## config.mk

```make
export PLATFORM = sky130hd
export DESIGN_NAME = obstacle_avoid_motor_controller_unit
export DESIGN_NICKNAME = d
export VERILOG_FILES = /design/src/rtl/core/oamc_pkg.sv /design/src/rtl/core/oamc_cfg.sv /design/src/rtl/core/oamc_ctrl.sv /design/src/rtl/core/obstacle_avoid_motor_controller_unit.sv
export SDC_FILE = /design/constraint.sdc
export NUM_CORES = 1
export LEC_CHECK = 0
export BUFFER_PORTS_ARGS = -buffer_cell sky130_fd_sc_hd__buf_2
export CAP_MARGIN = 20
export CORE_MARGIN = 5
export CORE_UTILIZATION = 53
export CTS_BUF_LIST = sky130_fd_sc_hd__clkbuf_8
export DETAILED_ROUTE_END_ITERATION = 10
export PLACE_DENSITY = 0.75
export SYNTH_ARGS = -nofsm -noshare
export SYNTH_HDL_FRONTEND = slang
export SYNTH_SLANG_ARGS = --single-unit
```

## constraint.sdc

```tcl
create_clock -name clk -period 7.2 [get_ports clk]
set_input_delay 1.08 -clock clk [delete_from_list [all_inputs] [get_ports clk]]
set_output_delay 1.08 -clock clk [all_outputs]
set_load 0.05 [all_outputs]
```

## src/rtl/core/oamc_pkg.sv

```systemverilog
// Shared types, codes and constants of the obstacle avoid motor controller.
package oamc_pkg;

  localparam int NUM_MOTORS = 2;

  localparam int DIST_W = 12;
  localparam int TIME_W = 32;
  localparam int MS_W   = 16;
  localparam int DUTY_W = 8;

  localparam int CFG_IDX_W  = 8;
  localparam int CFG_DATA_W = 16;

  localparam int IN_TDATA_W  = 48;
  localparam int OUT_TDATA_W = 24;

  localparam logic [CFG_IDX_W-1:0] CFG_NEAR_LIMIT = 8'd0;
  localparam logic [CFG_IDX_W-1:0] CFG_BLOCKED_MS = 8'd1;
  localparam logic [CFG_IDX_W-1:0] CFG_WALKING_MS = 8'd2;
  localparam logic [CFG_IDX_W-1:0] CFG_MAX_DUTY   = 8'd3;

  localparam logic [DIST_W-1:0] NEAR_LIMIT_RST = 12'd20;
  localparam logic [MS_W-1:0]   BLOCKED_RST    = 16'd1000;
  localparam logic [MS_W-1:0]   WALKING_RST    = 16'd1000;
  localparam logic [DUTY_W-1:0] MAX_DUTY_RST   = 8'd255;

  // Action selector; other codes are never produced and drive a stop.
  typedef enum logic [2:0] {
    ACT_STOP    = 3'd0,
    ACT_FORWARD = 3'd1,
    ACT_VEER_L  = 3'd4,
    ACT_VEER_R  = 3'd5
  } action_t;

  typedef enum logic [1:0] {
    PCT_0   = 2'd0,
    PCT_60  = 2'd1,
    PCT_100 = 2'd2
  } pct_t;

  typedef struct packed {
    logic [DIST_W-1:0] near_limit;
    logic [MS_W-1:0]   blocked_ms;
    logic [MS_W-1:0]   walking_ms;
    logic [DUTY_W-1:0] max_duty;
  } cfg_t;

  typedef struct packed {
    logic [DIST_W-1:0] distance;
    logic [TIME_W-1:0] now_ms;
    logic              side_pick;
  } item_t;

  typedef struct packed {
    logic              fwd_pin;
    logic              rev_pin;
    logic [DUTY_W-1:0] duty;
  } motor_t;

  typedef struct packed {
    motor_t right;
    motor_t left;
    logic   avoiding;
  } result_t;

  // Speed of one motor (0 left, 1 right) for an action.
  function automatic pct_t motor_pct(input action_t act, input logic motor);
    pct_t p;
    p = PCT_0;
    case (act)
      ACT_FORWARD: p = PCT_100;
      ACT_VEER_L:  p = motor ? PCT_100 : PCT_60;
      ACT_VEER_R:  p = motor ? PCT_60 : PCT_100;
      default:     p = PCT_0;
    endcase
    return p;
  endfunction

endpackage

```

## src/rtl/core/oamc_cfg.sv

```systemverilog
// Configuration register file of the obstacle avoid motor controller.
module oamc_cfg (
  input  logic                              clk,
  input  logic                              rst,
  input  logic                              cfg_valid,
  output logic                              cfg_ready,
  input  logic [oamc_pkg::CFG_IDX_W-1:0]    cfg_index,
  input  logic [oamc_pkg::CFG_DATA_W-1:0]   cfg_data,
  output oamc_pkg::cfg_t                    cfg
);
  import oamc_pkg::*;

  assign cfg_ready = 1'b1;

  always_ff @(posedge clk) begin
    if (rst) begin
      cfg.near_limit <= NEAR_LIMIT_RST;
      cfg.blocked_ms <= BLOCKED_RST;
      cfg.walking_ms <= WALKING_RST;
      cfg.max_duty   <= MAX_DUTY_RST;
    end else if (cfg_valid) begin
      // Drop writes to indexes beyond the register list.
      case (cfg_index)
        CFG_NEAR_LIMIT: cfg.near_limit <= cfg_data[DIST_W-1:0];
        CFG_BLOCKED_MS: cfg.blocked_ms <= cfg_data[MS_W-1:0];
        CFG_WALKING_MS: cfg.walking_ms <= cfg_data[MS_W-1:0];
        CFG_MAX_DUTY:   cfg.max_duty   <= cfg_data[DUTY_W-1:0];
        default: ;
      endcase
    end
  end

endmodule

```

## src/rtl/core/oamc_ctrl.sv

```systemverilog
// Avoidance sequencer and motor drive decode for one item a cycle while fire is high.
module oamc_ctrl (
  input  logic                clk,
  input  logic                rst,
  input  oamc_pkg::cfg_t      cfg,
  input  logic                fire,
  input  oamc_pkg::item_t     item,
  output oamc_pkg::result_t   result
);
  import oamc_pkg::*;

  logic              avoid_active, avoid_active_next;
  logic [TIME_W-1:0] start_time, start_time_next;
  logic              reverse_dir, reverse_dir_next;
  logic              veer_side, veer_side_next;
  action_t           action_sel, action_sel_next;

  logic              start;
  logic [TIME_W-1:0] elapsed;
  logic [MS_W:0]     t2;
  logic [MS_W+1:0]   t3;
  logic [9:0]        triple;
  logic [17:0]       scaled;
  logic [DUTY_W-1:0] duty60;

  assign t2 = {1'b0, cfg.blocked_ms} + {1'b0, cfg.walking_ms};
  assign t3 = {1'b0, cfg.blocked_ms, 1'b0} + {2'b00, cfg.walking_ms};

  always_comb begin
    start             = (item.distance <= cfg.near_limit) && !avoid_active;
    avoid_active_next = avoid_active | start;
    start_time_next   = start ? item.now_ms : start_time;
    veer_side_next    = start ? item.side_pick : veer_side;
    reverse_dir_next  = start ? 1'b1 : reverse_dir;
    action_sel_next   = start ? ACT_STOP : action_sel;
    elapsed           = item.now_ms - start_time_next;
    if (avoid_active_next && (elapsed >= {16'd0, cfg.blocked_ms})) begin
      action_sel_next = veer_side_next ? ACT_VEER_R : ACT_VEER_L;
      if (elapsed >= {15'd0, t2}) begin
        action_sel_next = ACT_STOP;
        if (elapsed >= {14'd0, t3}) begin
          action_sel_next   = ACT_FORWARD;
          reverse_dir_next  = 1'b0;
          avoid_active_next = 1'b0;
        end
      end
    end
  end

  // 60 percent of max_duty: floor(3m/5) as (3m * 205) >> 10, exact below 1024.
  assign triple = {2'b00, cfg.max_duty} + {1'b0, cfg.max_duty, 1'b0};
  assign scaled = {8'd0, triple} * 18'd205;
  assign duty60 = scaled[17:10];

  function automatic motor_t drive(input pct_t p, input logic rev,
                                   input logic [DUTY_W-1:0] full,
                                   input logic [DUTY_W-1:0] part);
    motor_t m;
    m.fwd_pin = (p != PCT_0) && !rev;
    m.rev_pin = (p != PCT_0) && rev;
    case (p)
      PCT_100: m.duty = full;
      PCT_60:  m.duty = part;
      default: m.duty = '0;
    endcase
    return m;
  endfunction

  always_comb begin
    result.left     = drive(motor_pct(action_sel_next, 1'b0), reverse_dir_next,
                            cfg.max_duty, duty60);
    result.right    = drive(motor_pct(action_sel_next, 1'b1), reverse_dir_next,
                            cfg.max_duty, duty60);
    result.avoiding = avoid_active_next;
  end

  always_ff @(posedge clk) begin
    if (rst) begin
      avoid_active <= 1'b0;
      reverse_dir  <= 1'b0;
      veer_side    <= 1'b0;
      action_sel   <= ACT_FORWARD;
    end else if (fire) begin
      avoid_active <= avoid_active_next;
      reverse_dir  <= reverse_dir_next;
      veer_side    <= veer_side_next;
      action_sel   <= action_sel_next;
    end
  end

  always_ff @(posedge clk) begin
    if (fire) begin
      start_time <= start_time_next;
    end
  end

endmodule

```

## src/rtl/core/obstacle_avoid_motor_controller_unit.sv

```systemverilog
// Top level of the obstacle avoid motor controller: input and result registers.
//
//   channel  | direction | handshake                     | payload
//   s_axis   | in        | s_axis_tvalid / s_axis_tready | distance, now_ms, side_pick
//   m_axis   | out       | m_axis_tvalid / m_axis_tready | pin levels, duties, avoiding
//   cfg      | in        | cfg_valid / cfg_ready         | cfg_index, cfg_data
//
// One item per cycle while m_axis is not stalled; an item taken into the input
// register passes through the sequencer and duty decode into the result register,
// from which it is offered on m_axis.
// Reset clears the sequencer to forward drive and loads register defaults.
// A stall on m_axis holds both stages; s_axis keeps taking items while the
// input register is empty or moving.
module obstacle_avoid_motor_controller_unit (
  input  logic                                clk,
  input  logic                                rst,
  input  logic                                s_axis_tvalid,
  output logic                                s_axis_tready,
  // [11:0] distance, [43:12] now_ms, [44] side_pick, [47:45] zero
  input  logic [oamc_pkg::IN_TDATA_W-1:0]     s_axis_tdata,
  output logic                                m_axis_tvalid,
  input  logic                                m_axis_tready,
  // [0] left_fwd_pin, [1] left_rev_pin, [9:2] left_duty, [10] right_fwd_pin,
  // [11] right_rev_pin, [19:12] right_duty, [20] avoiding, [23:21] zero
  output logic [oamc_pkg::OUT_TDATA_W-1:0]    m_axis_tdata,
  input  logic                                cfg_valid,
  output logic                                cfg_ready,
  input  logic [oamc_pkg::CFG_IDX_W-1:0]      cfg_index,
  input  logic [oamc_pkg::CFG_DATA_W-1:0]     cfg_data
);
  import oamc_pkg::*;

  cfg_t    cfg;
  logic    in_valid;
  item_t   in_item;
  result_t result;
  result_t out_item;
  logic    advance;
  logic    fire;

  assign advance       = !m_axis_tvalid || m_axis_tready;
  assign s_axis_tready = !in_valid || advance;
  assign fire          = in_valid && advance;

  oamc_cfg u_cfg (
    .clk       (clk),
    .rst       (rst),
    .cfg_valid (cfg_valid),
    .cfg_ready (cfg_ready),
    .cfg_index (cfg_index),
    .cfg_data  (cfg_data),
    .cfg       (cfg)
  );

  oamc_ctrl u_ctrl (
    .clk    (clk),
    .rst    (rst),
    .cfg    (cfg),
    .fire   (fire),
    .item   (in_item),
    .result (result)
  );

  always_ff @(posedge clk) begin
    if (rst) begin
      in_valid      <= 1'b0;
      m_axis_tvalid <= 1'b0;
    end else begin
      if (s_axis_tready) begin
        in_valid <= s_axis_tvalid;
      end
      if (advance) begin
        m_axis_tvalid <= in_valid;
      end
    end
  end

  always_ff @(posedge clk) begin
    if (s_axis_tvalid && s_axis_tready) begin
      in_item.distance  <= s_axis_tdata[11:0];
      in_item.now_ms    <= s_axis_tdata[43:12];
      in_item.side_pick <= s_axis_tdata[44];
    end
    if (fire) begin
      out_item <= result;
    end
  end

  assign m_axis_tdata = {3'b000, out_item.avoiding,
                         out_item.right.duty, out_item.right.rev_pin,
                         out_item.right.fwd_pin,
                         out_item.left.duty, out_item.left.rev_pin,
                         out_item.left.fwd_pin};

endmodule
```

==> impl_results.md, run 1 <==
- Outcome: finished clean
- Skew-Pair Late Insertion Delay: 0.45 ns
- Cell taking the most area after synthesis: edfxtp_1
- Leakage power: 6.15 nW
- Seq/Total Area, Yosys: 34.0%
- Synth top area share: 24.1%
- CP delay by family, top: compound AO/OA/AOI/OAI gates
- Crit Path Category: reg -> reg
- IO buf count: 96
- Arrival time of the worst setup path: 7.05 ns
- CTS tree: built
- Die Area: 26,200 µm²
- Post-route antenna net violation count: 0
- Post-synthesis area per instance: 9.57 µm²
- Achievable Freq: roughly 150 MHz
- Gate power share: 31.7%
- Worst path slowest cell: fa_1
- Htree depth: 4
- Via count: 9,580
- Core box area: between 20,000 and 25,000 µm²
- Most frequent cells in the layout: 184 x ha_1, 134 x inv_1, 103 x a21oi_1
- RSZ-0062 raised after global routing: no
- Grt ovf: 0
- Switch Pwr: ~0.00085 W
- Net count, final: between 1,500 and 2,000
- Largest net degree at the start of global routing: 62
- Total Routed Length: between 20,000 and 30,000 µm
- Maxcap violations: 0
- CTS Hold Bufs: 0
- Worst path max stage delay: approximately 0.43 ns
- Residual DRC: 0
- Vias in the first global route: 9,508
- Number of synthesized register bits: 158
- CP Launch Type: register
- Worst path most repeated cell: ha_1
- Switching Share: approximately a third
- Power density over cell area: 189 nW/µm²
- Num CTS Buffers: 17
- Hold Path Class: reg -> reg
- Final hold violations: 0
- First-pass GRT wire length: 45,500 µm
- Tmin final: about 6.8 ns
- Final Setup Violations: 0
- Tightest Pin Transition: between 0.7 and 0.8 ns
- Yosys warnings: 0
- Share of layout cells above drive strength 1: 14.3%
- Setup WS post-layout: 0.444 ns
- Antenna diode count: 0
- Sink Count: between 150 and 200
- Wire per inst: 16.1 µm
- Post-Syn Area: 12,200 µm²
- Post-synth EDFFs: 98
- Die width: between 150 and 200 µm
- Main flop type after synthesis: edfxtp_1
- Slew HR: 47.6%
- Initial detailed-routing violation count: 454
- Total GRT Usage: 21.0%
- Yosys cell types: 72
- DPL Wire Length: 21,100 µm
- Crit Path Max Fanout: 8
- Root buffer cell: clkbuf_8
- Starting density of the core: a little over half
- Final GP Congestion: 0.909
- Clock power frac: 28.7%
- Required time of the critical path: 7.49 ns
- Largest cells by area after synthesis: edfxtp_1 24%, ha_1 19%, dfxtp_1 9.8%
- Rows: 55
- Initial DRT Pass Iterations: 5
- Post-Synthesis Cells: 1,275
- CTS clk-pin slew, worst paths: 0.09 ns
- Initial antenna violation count: 0
- Maximum vdd drop: 0.000128 V
- Tcrit/Tclk final: 93.8%
- Die height: 162 µm
- Worst path buffer plus inverter count: 5
- Io pins: 104
- CP Capture Type: register
- Syn-to-layout area delta: 12.3%
- Max Clock Skew: 0.0177 ns
- Async SR Flop Fraction: 0%
- Sum of negative setup slack: 0 ns
- Most common cell after layout, fill and taps aside: ha_1
- Clock Tree Buf Depth: 2
- Int Power: between 0.0015 and 0.002 W
- Post-DR vias/cell: 5.67
- Sequential power share: around two fifths
- Max Slew Vio Count: 0
- Setup WS pre-CTS: between 0.2 and 0.3 ns
-- layer usage --
metal  GRT usage [%]  wire, µm
met3            3.43       897
met5               0         0
met2            36.4     13400
met4            5.27       467
met1            27.6     12500
-- sequential cells by signal, indices dropped and copies added, names as in the netlist --
register and cells:
u_ctrl.action_sel 3, in_valid 1, m_axis_tvalid 1, u_ctrl.reverse_dir 1, in_item 45, u_ctrl.avoid_active 1, u_ctrl.start_time 32, u_cfg.cfg 52
u_ctrl.veer_side 1, m_axis_tdata 21
-- power groups by stage --
stage / combinational [W] / clock, W / sequential (W)
after detailed placement: 0.000781 / 0 / 0.00105
final: 0.000822 / 0.000744 / 0.00103
after global placement: 0.000764 / 0 / 0.00105
after floorplan: 0.000538 / 0 / 0.00108
after CTS: 0.000788 / 0.000759 / 0.00103
after global routing: 0.000923 / 0.000802 / 0.00103
-- cells in the mapped netlist, types with 4 or more instances --
cell       count
ha_1         185
inv_1        134
a21oi_1      109
nor2_1        99
edfxtp_1      98
nand2_1       90
dfxtp_1       60
mux2i_1       49
xnor2_1       38
o21ai_0       36
clkbuf_1      29
a21o_1        27
xor2_1        23
fa_1          21
a211o_1       20
nand3_1       19
o21bai_1      17
nand2b_1      12
nand4_1       12
nor3_1        12
o211ai_1      12
nor2b_1       11
a211oi_1      10
nand3b_1      10
a32o_1         9
o21a_1         9
or3_1          9
a22oi_1        8
and3_1         7
nor3b_1        6
o22ai_1        6
o31ai_1        6
a31oi_1        5
and2_1         5
nor4_1         5
or2_2          5
buf_4          4
o2111ai_1      4
-- cell families after synthesis --
group	Yosys count	share of synthesized area [%]
other	2	0.0615
adder cells (fa/ha/maj)	206	22.4
flip-flops	158	34.0
XOR/XNOR	61	4.38
buffers and inverters	172	5.60
AND/OR/NAND/NOR	311	12.2
AO/OA/AOI/OAI	312	17.0
multiplexers	53	4.39
-- worst paths after layout --
kind                                     from  cells after the start  slack [ns]               end
worst max register to register  u_cfg.cfg[41]                     32        0.44  m_axis_tdata[18]
worst min-delay path            u_cfg.cfg[19]                      2        0.49     u_cfg.cfg[19]
worst min register to register  u_cfg.cfg[19]                      2        0.49     u_cfg.cfg[19]
worst max-delay path            u_cfg.cfg[41]                     32        0.44  m_axis_tdata[18]
-- area by class of cell --
cell class	instances	area [µm²]
Clock buffer	19	262
Clock inverter	13	186
Fill cell	1900	8930
Inverter	134	503
Multi-Input combinational cell	948	7460
Sequential cell	158	4140
Tap cell	285	357
Timing Repair Buffer	132	795
-- metrics by stage --
stage          hold WS [ns]  cells  utilization [%]  total power, W  cell area (µm²)
6_report              0.493   1689             60.5         0.00260            13700
3_5_place_dp          0.478   1648             57.9         0.00183            13100
5_1_grt               0.506   1689             60.5         0.00276            13700
4_1_cts               0.492   1680             59.8         0.00258            13500
3_3_place_gp          0.463   1647             57.8         0.00181            13100
2_1_floorplan         0.453   1277                -         0.00162            12200
-- repair_timing --
action,4_1_cts,5_1_grt
resized for setup,0,19
endpoints found under the setup margin,0,10
setup buffers,0,5
-- tightest hold or removal path, delay by kind of cell, from the launching register on --
| family | cells | cell delay (ns) |
|---|---|---|
| DFF | 1 | 0.34 |
| and+or+nand+nor | 1 | 0.06 |
| AOI/OAI and AO/OA | 1 | 0.05 |
No activity file was read; power rests on OpenSTA's default activity.
==> inputs of run 2 (changes only) <==
--- a/config.mk
+++ b/config.mk
@@ -5,7 +5,8 @@
 export SDC_FILE = /design/constraint.sdc
 export NUM_CORES = 1
 export LEC_CHECK = 0
-export BUFFER_PORTS_ARGS = -buffer_cell sky130_fd_sc_hd__buf_2
+export ABC_CLOCK_PERIOD_IN_PS = 7200
+export BUFFER_PORTS_ARGS = -buffer_cell sky130_fd_sc_hd__clkbuf_2
 export CAP_MARGIN = 20
 export CORE_MARGIN = 5
 export CORE_UTILIZATION = 53
==> impl_results.md, run 2 (synthesized netlist as in run 1, its figures left out) <==
- Outcome: finished clean
- Power density over cell area: 187 nW/µm² (-1.2%)
- WHS: 0.489 ns (-0.00440 ns)
- Io pins: 104 (unchanged)
- Wire per inst: 16.1 µm (-0.28%)
- Vias in the first global route: 9,510 (+0.021%)
- Antenna diode count: 0 (unchanged)
- Largest net degree at the start of global routing: 62 (unchanged)
- Net count, final: 1,674 (unchanged)
- Tightest Pin Transition: 0.733 ns (-0.0521 ns)
- Htree depth: 4 (unchanged)
- First-pass GRT wire length: 45,300 µm (-0.35%)
- CP Capture Type: register
- Worst path slowest cell: dfxtp_1
- Die Area: 26,200 µm² (unchanged)
- IO buf count: 96 (unchanged)
- Max Clock Skew: 0.0114 ns (-0.00636 ns)
- FF-to-FF setup slack: 0.38 ns (-0.07 ns)
- Achievable Freq: 147 MHz (-0.96%)
- Die height: 162 µm (unchanged)
- Tcrit/Tclk final: 94.7% (+0.91 points)
- Total Routed Length: 27,200 µm (-0.28%)
- Rows: 55 (unchanged)
- Crit Path Category: reg -> reg
- Root buffer cell: clkbuf_8
- Arrival time of the worst setup path: 7.03 ns (-0.02 ns)
- Most common cell after layout, fill and taps aside: ha_1
- Initial antenna violation count: 0 (unchanged)
- Syn-to-layout area delta: 11.9%
- Max reg flops: 52 (unchanged)
- Largest regs: u_cfg.cfg: 52 flops, in_item: 45 flops, u_ctrl.start_time: 32 flops
- CTS Hold Bufs: 0 (unchanged)
- Num CTS Buffers: 17 (unchanged)
- Crit Path Max Fanout: 10 (+2)
- Core box area: 22,600 µm² (unchanged)
- DPL Wire Length: 21,200 µm (+0.50%)
- Share of layout cells above drive strength 1: 14.2% (-0.14 points)
- Hold Path Class: reg -> reg
- Clock Tree Buf Depth: 2 (unchanged)
- Skew-Pair Late Insertion Delay: 0.46 ns (about the same)
- Maximum vdd drop: 0.000113 V (-12%)
- Most frequent cells in the layout: 184 x ha_1, 134 x inv_1, 105 x a21oi_1
- Via count: 9,578 (-0.021%)
- Initial DRT Pass Iterations: 5 (unchanged)
- Die width: 162 µm (unchanged)
- Max Slew Vio Count: 0 (unchanged)
- Final GP Congestion: 0.908 (-0.12%)
- Leakage power: 6.17 nW (+0.27%)
- Sink Count: 158 (unchanged)
- Post-route antenna net violation count: 0 (unchanged)
- Total Power: 0.00255 W (-1.6%)
- Final hold violations: 0 (unchanged)
- Post-DR vias/cell: 5.67 (about the same)
- CP Launch Type: register
- Required time of the critical path: 7.41 ns (-0.08 ns)
- Residual DRC: 0 (unchanged)
- Tmin final: 6.82 ns (+0.0656 ns)
- CTS clk-pin slew, worst paths: 0.10 ns (about the same)
- Worst path most repeated cell: buf_4
- CTS tree: built
- Maxcap violations: 0 (unchanged)
- Slew HR: 49.9% (+2.2 points)
- Grt ovf: 0 (unchanged)
- Worst path max stage delay: 0.34 ns (-0.09 ns)
- Largest register by flop count: u_cfg.cfg
- Starting density of the core: 53.9% (unchanged)
- Total GRT Usage: 21.0% (-0.037 points)
- Final Setup Violations: 0 (unchanged)
- Initial detailed-routing violation count: 474 (+4.4%)
-- run 2: worst paths after layout --
path | start | end | cells past startpoint
setup reg to reg | u_cfg.cfg[41] | m_axis_tdata[18] | 33
hold / removal | u_cfg.cfg[19] | u_cfg.cfg[19] | 2
hold reg to reg | u_cfg.cfg[19] | u_cfg.cfg[19] | 2
setup / recovery | u_cfg.cfg[41] | m_axis_tdata[18] | 33
-- run 2: cell type report --
| class | count | area (µm²) |
|---|---|---|
| Clock buffer | 17 | 234 |
| Clock inverter | 15 | 178 |
| Fill cell | 1878 | 8990 |
| Inverter | 134 | 503 |
| Multi-Input combinational cell | 947 | 7450 |
| Sequential cell | 158 | 4140 |
| Tap cell | 285 | 357 |
| Timing Repair Buffer | 133 | 790 |
-- run 2: timing repair --
item                       CTS  global route
setup endpoints to repair    0            10
gates resized for setup      0            16
hold endpoints to repair     0             0
setup buffers                0             4
-- run 2: critical path: cells and delay by family, from the launching register on --
family          cells  cell delay [ns]
compound gates     11             2.24
simple gates       10             1.41
fa+ha+maj           4             1.19
buf+inv             6             0.93
flops               1             0.34
xor+xnor            1             0.34
mux                 1             0.12
-- run 2: report_power, final --
part,switching [W],internal (W)
logic,0.000494,0.000336
registers,0.0000175,0.00101
clock network,0.000373,0.000323
-- run 2: through the flow --
stage               util [%]  area [µm²]  worst slack (ns)  TNS (ns)  instances
floorplan                  -       12200             0.187         0       1277
global placement        57.9       13100             0.368         0       1650
detailed placement      58.0       13100             0.265         0       1651
CTS                     59.8       13500             0.204         0       1683
global route            60.3       13700           -0.0228   -0.0392       1689
finish                  60.3       13700             0.379         0       1689
-- run 2: layer usage --
layer,global-route usage [%],share of wire [%],vias to the layer above
met2,35.6,48,191
met1,27.4,46,4498
li1,-,-,4834
met4,7.30,2.9,0
met3,3.37,3.4,55
met5,0,0,-
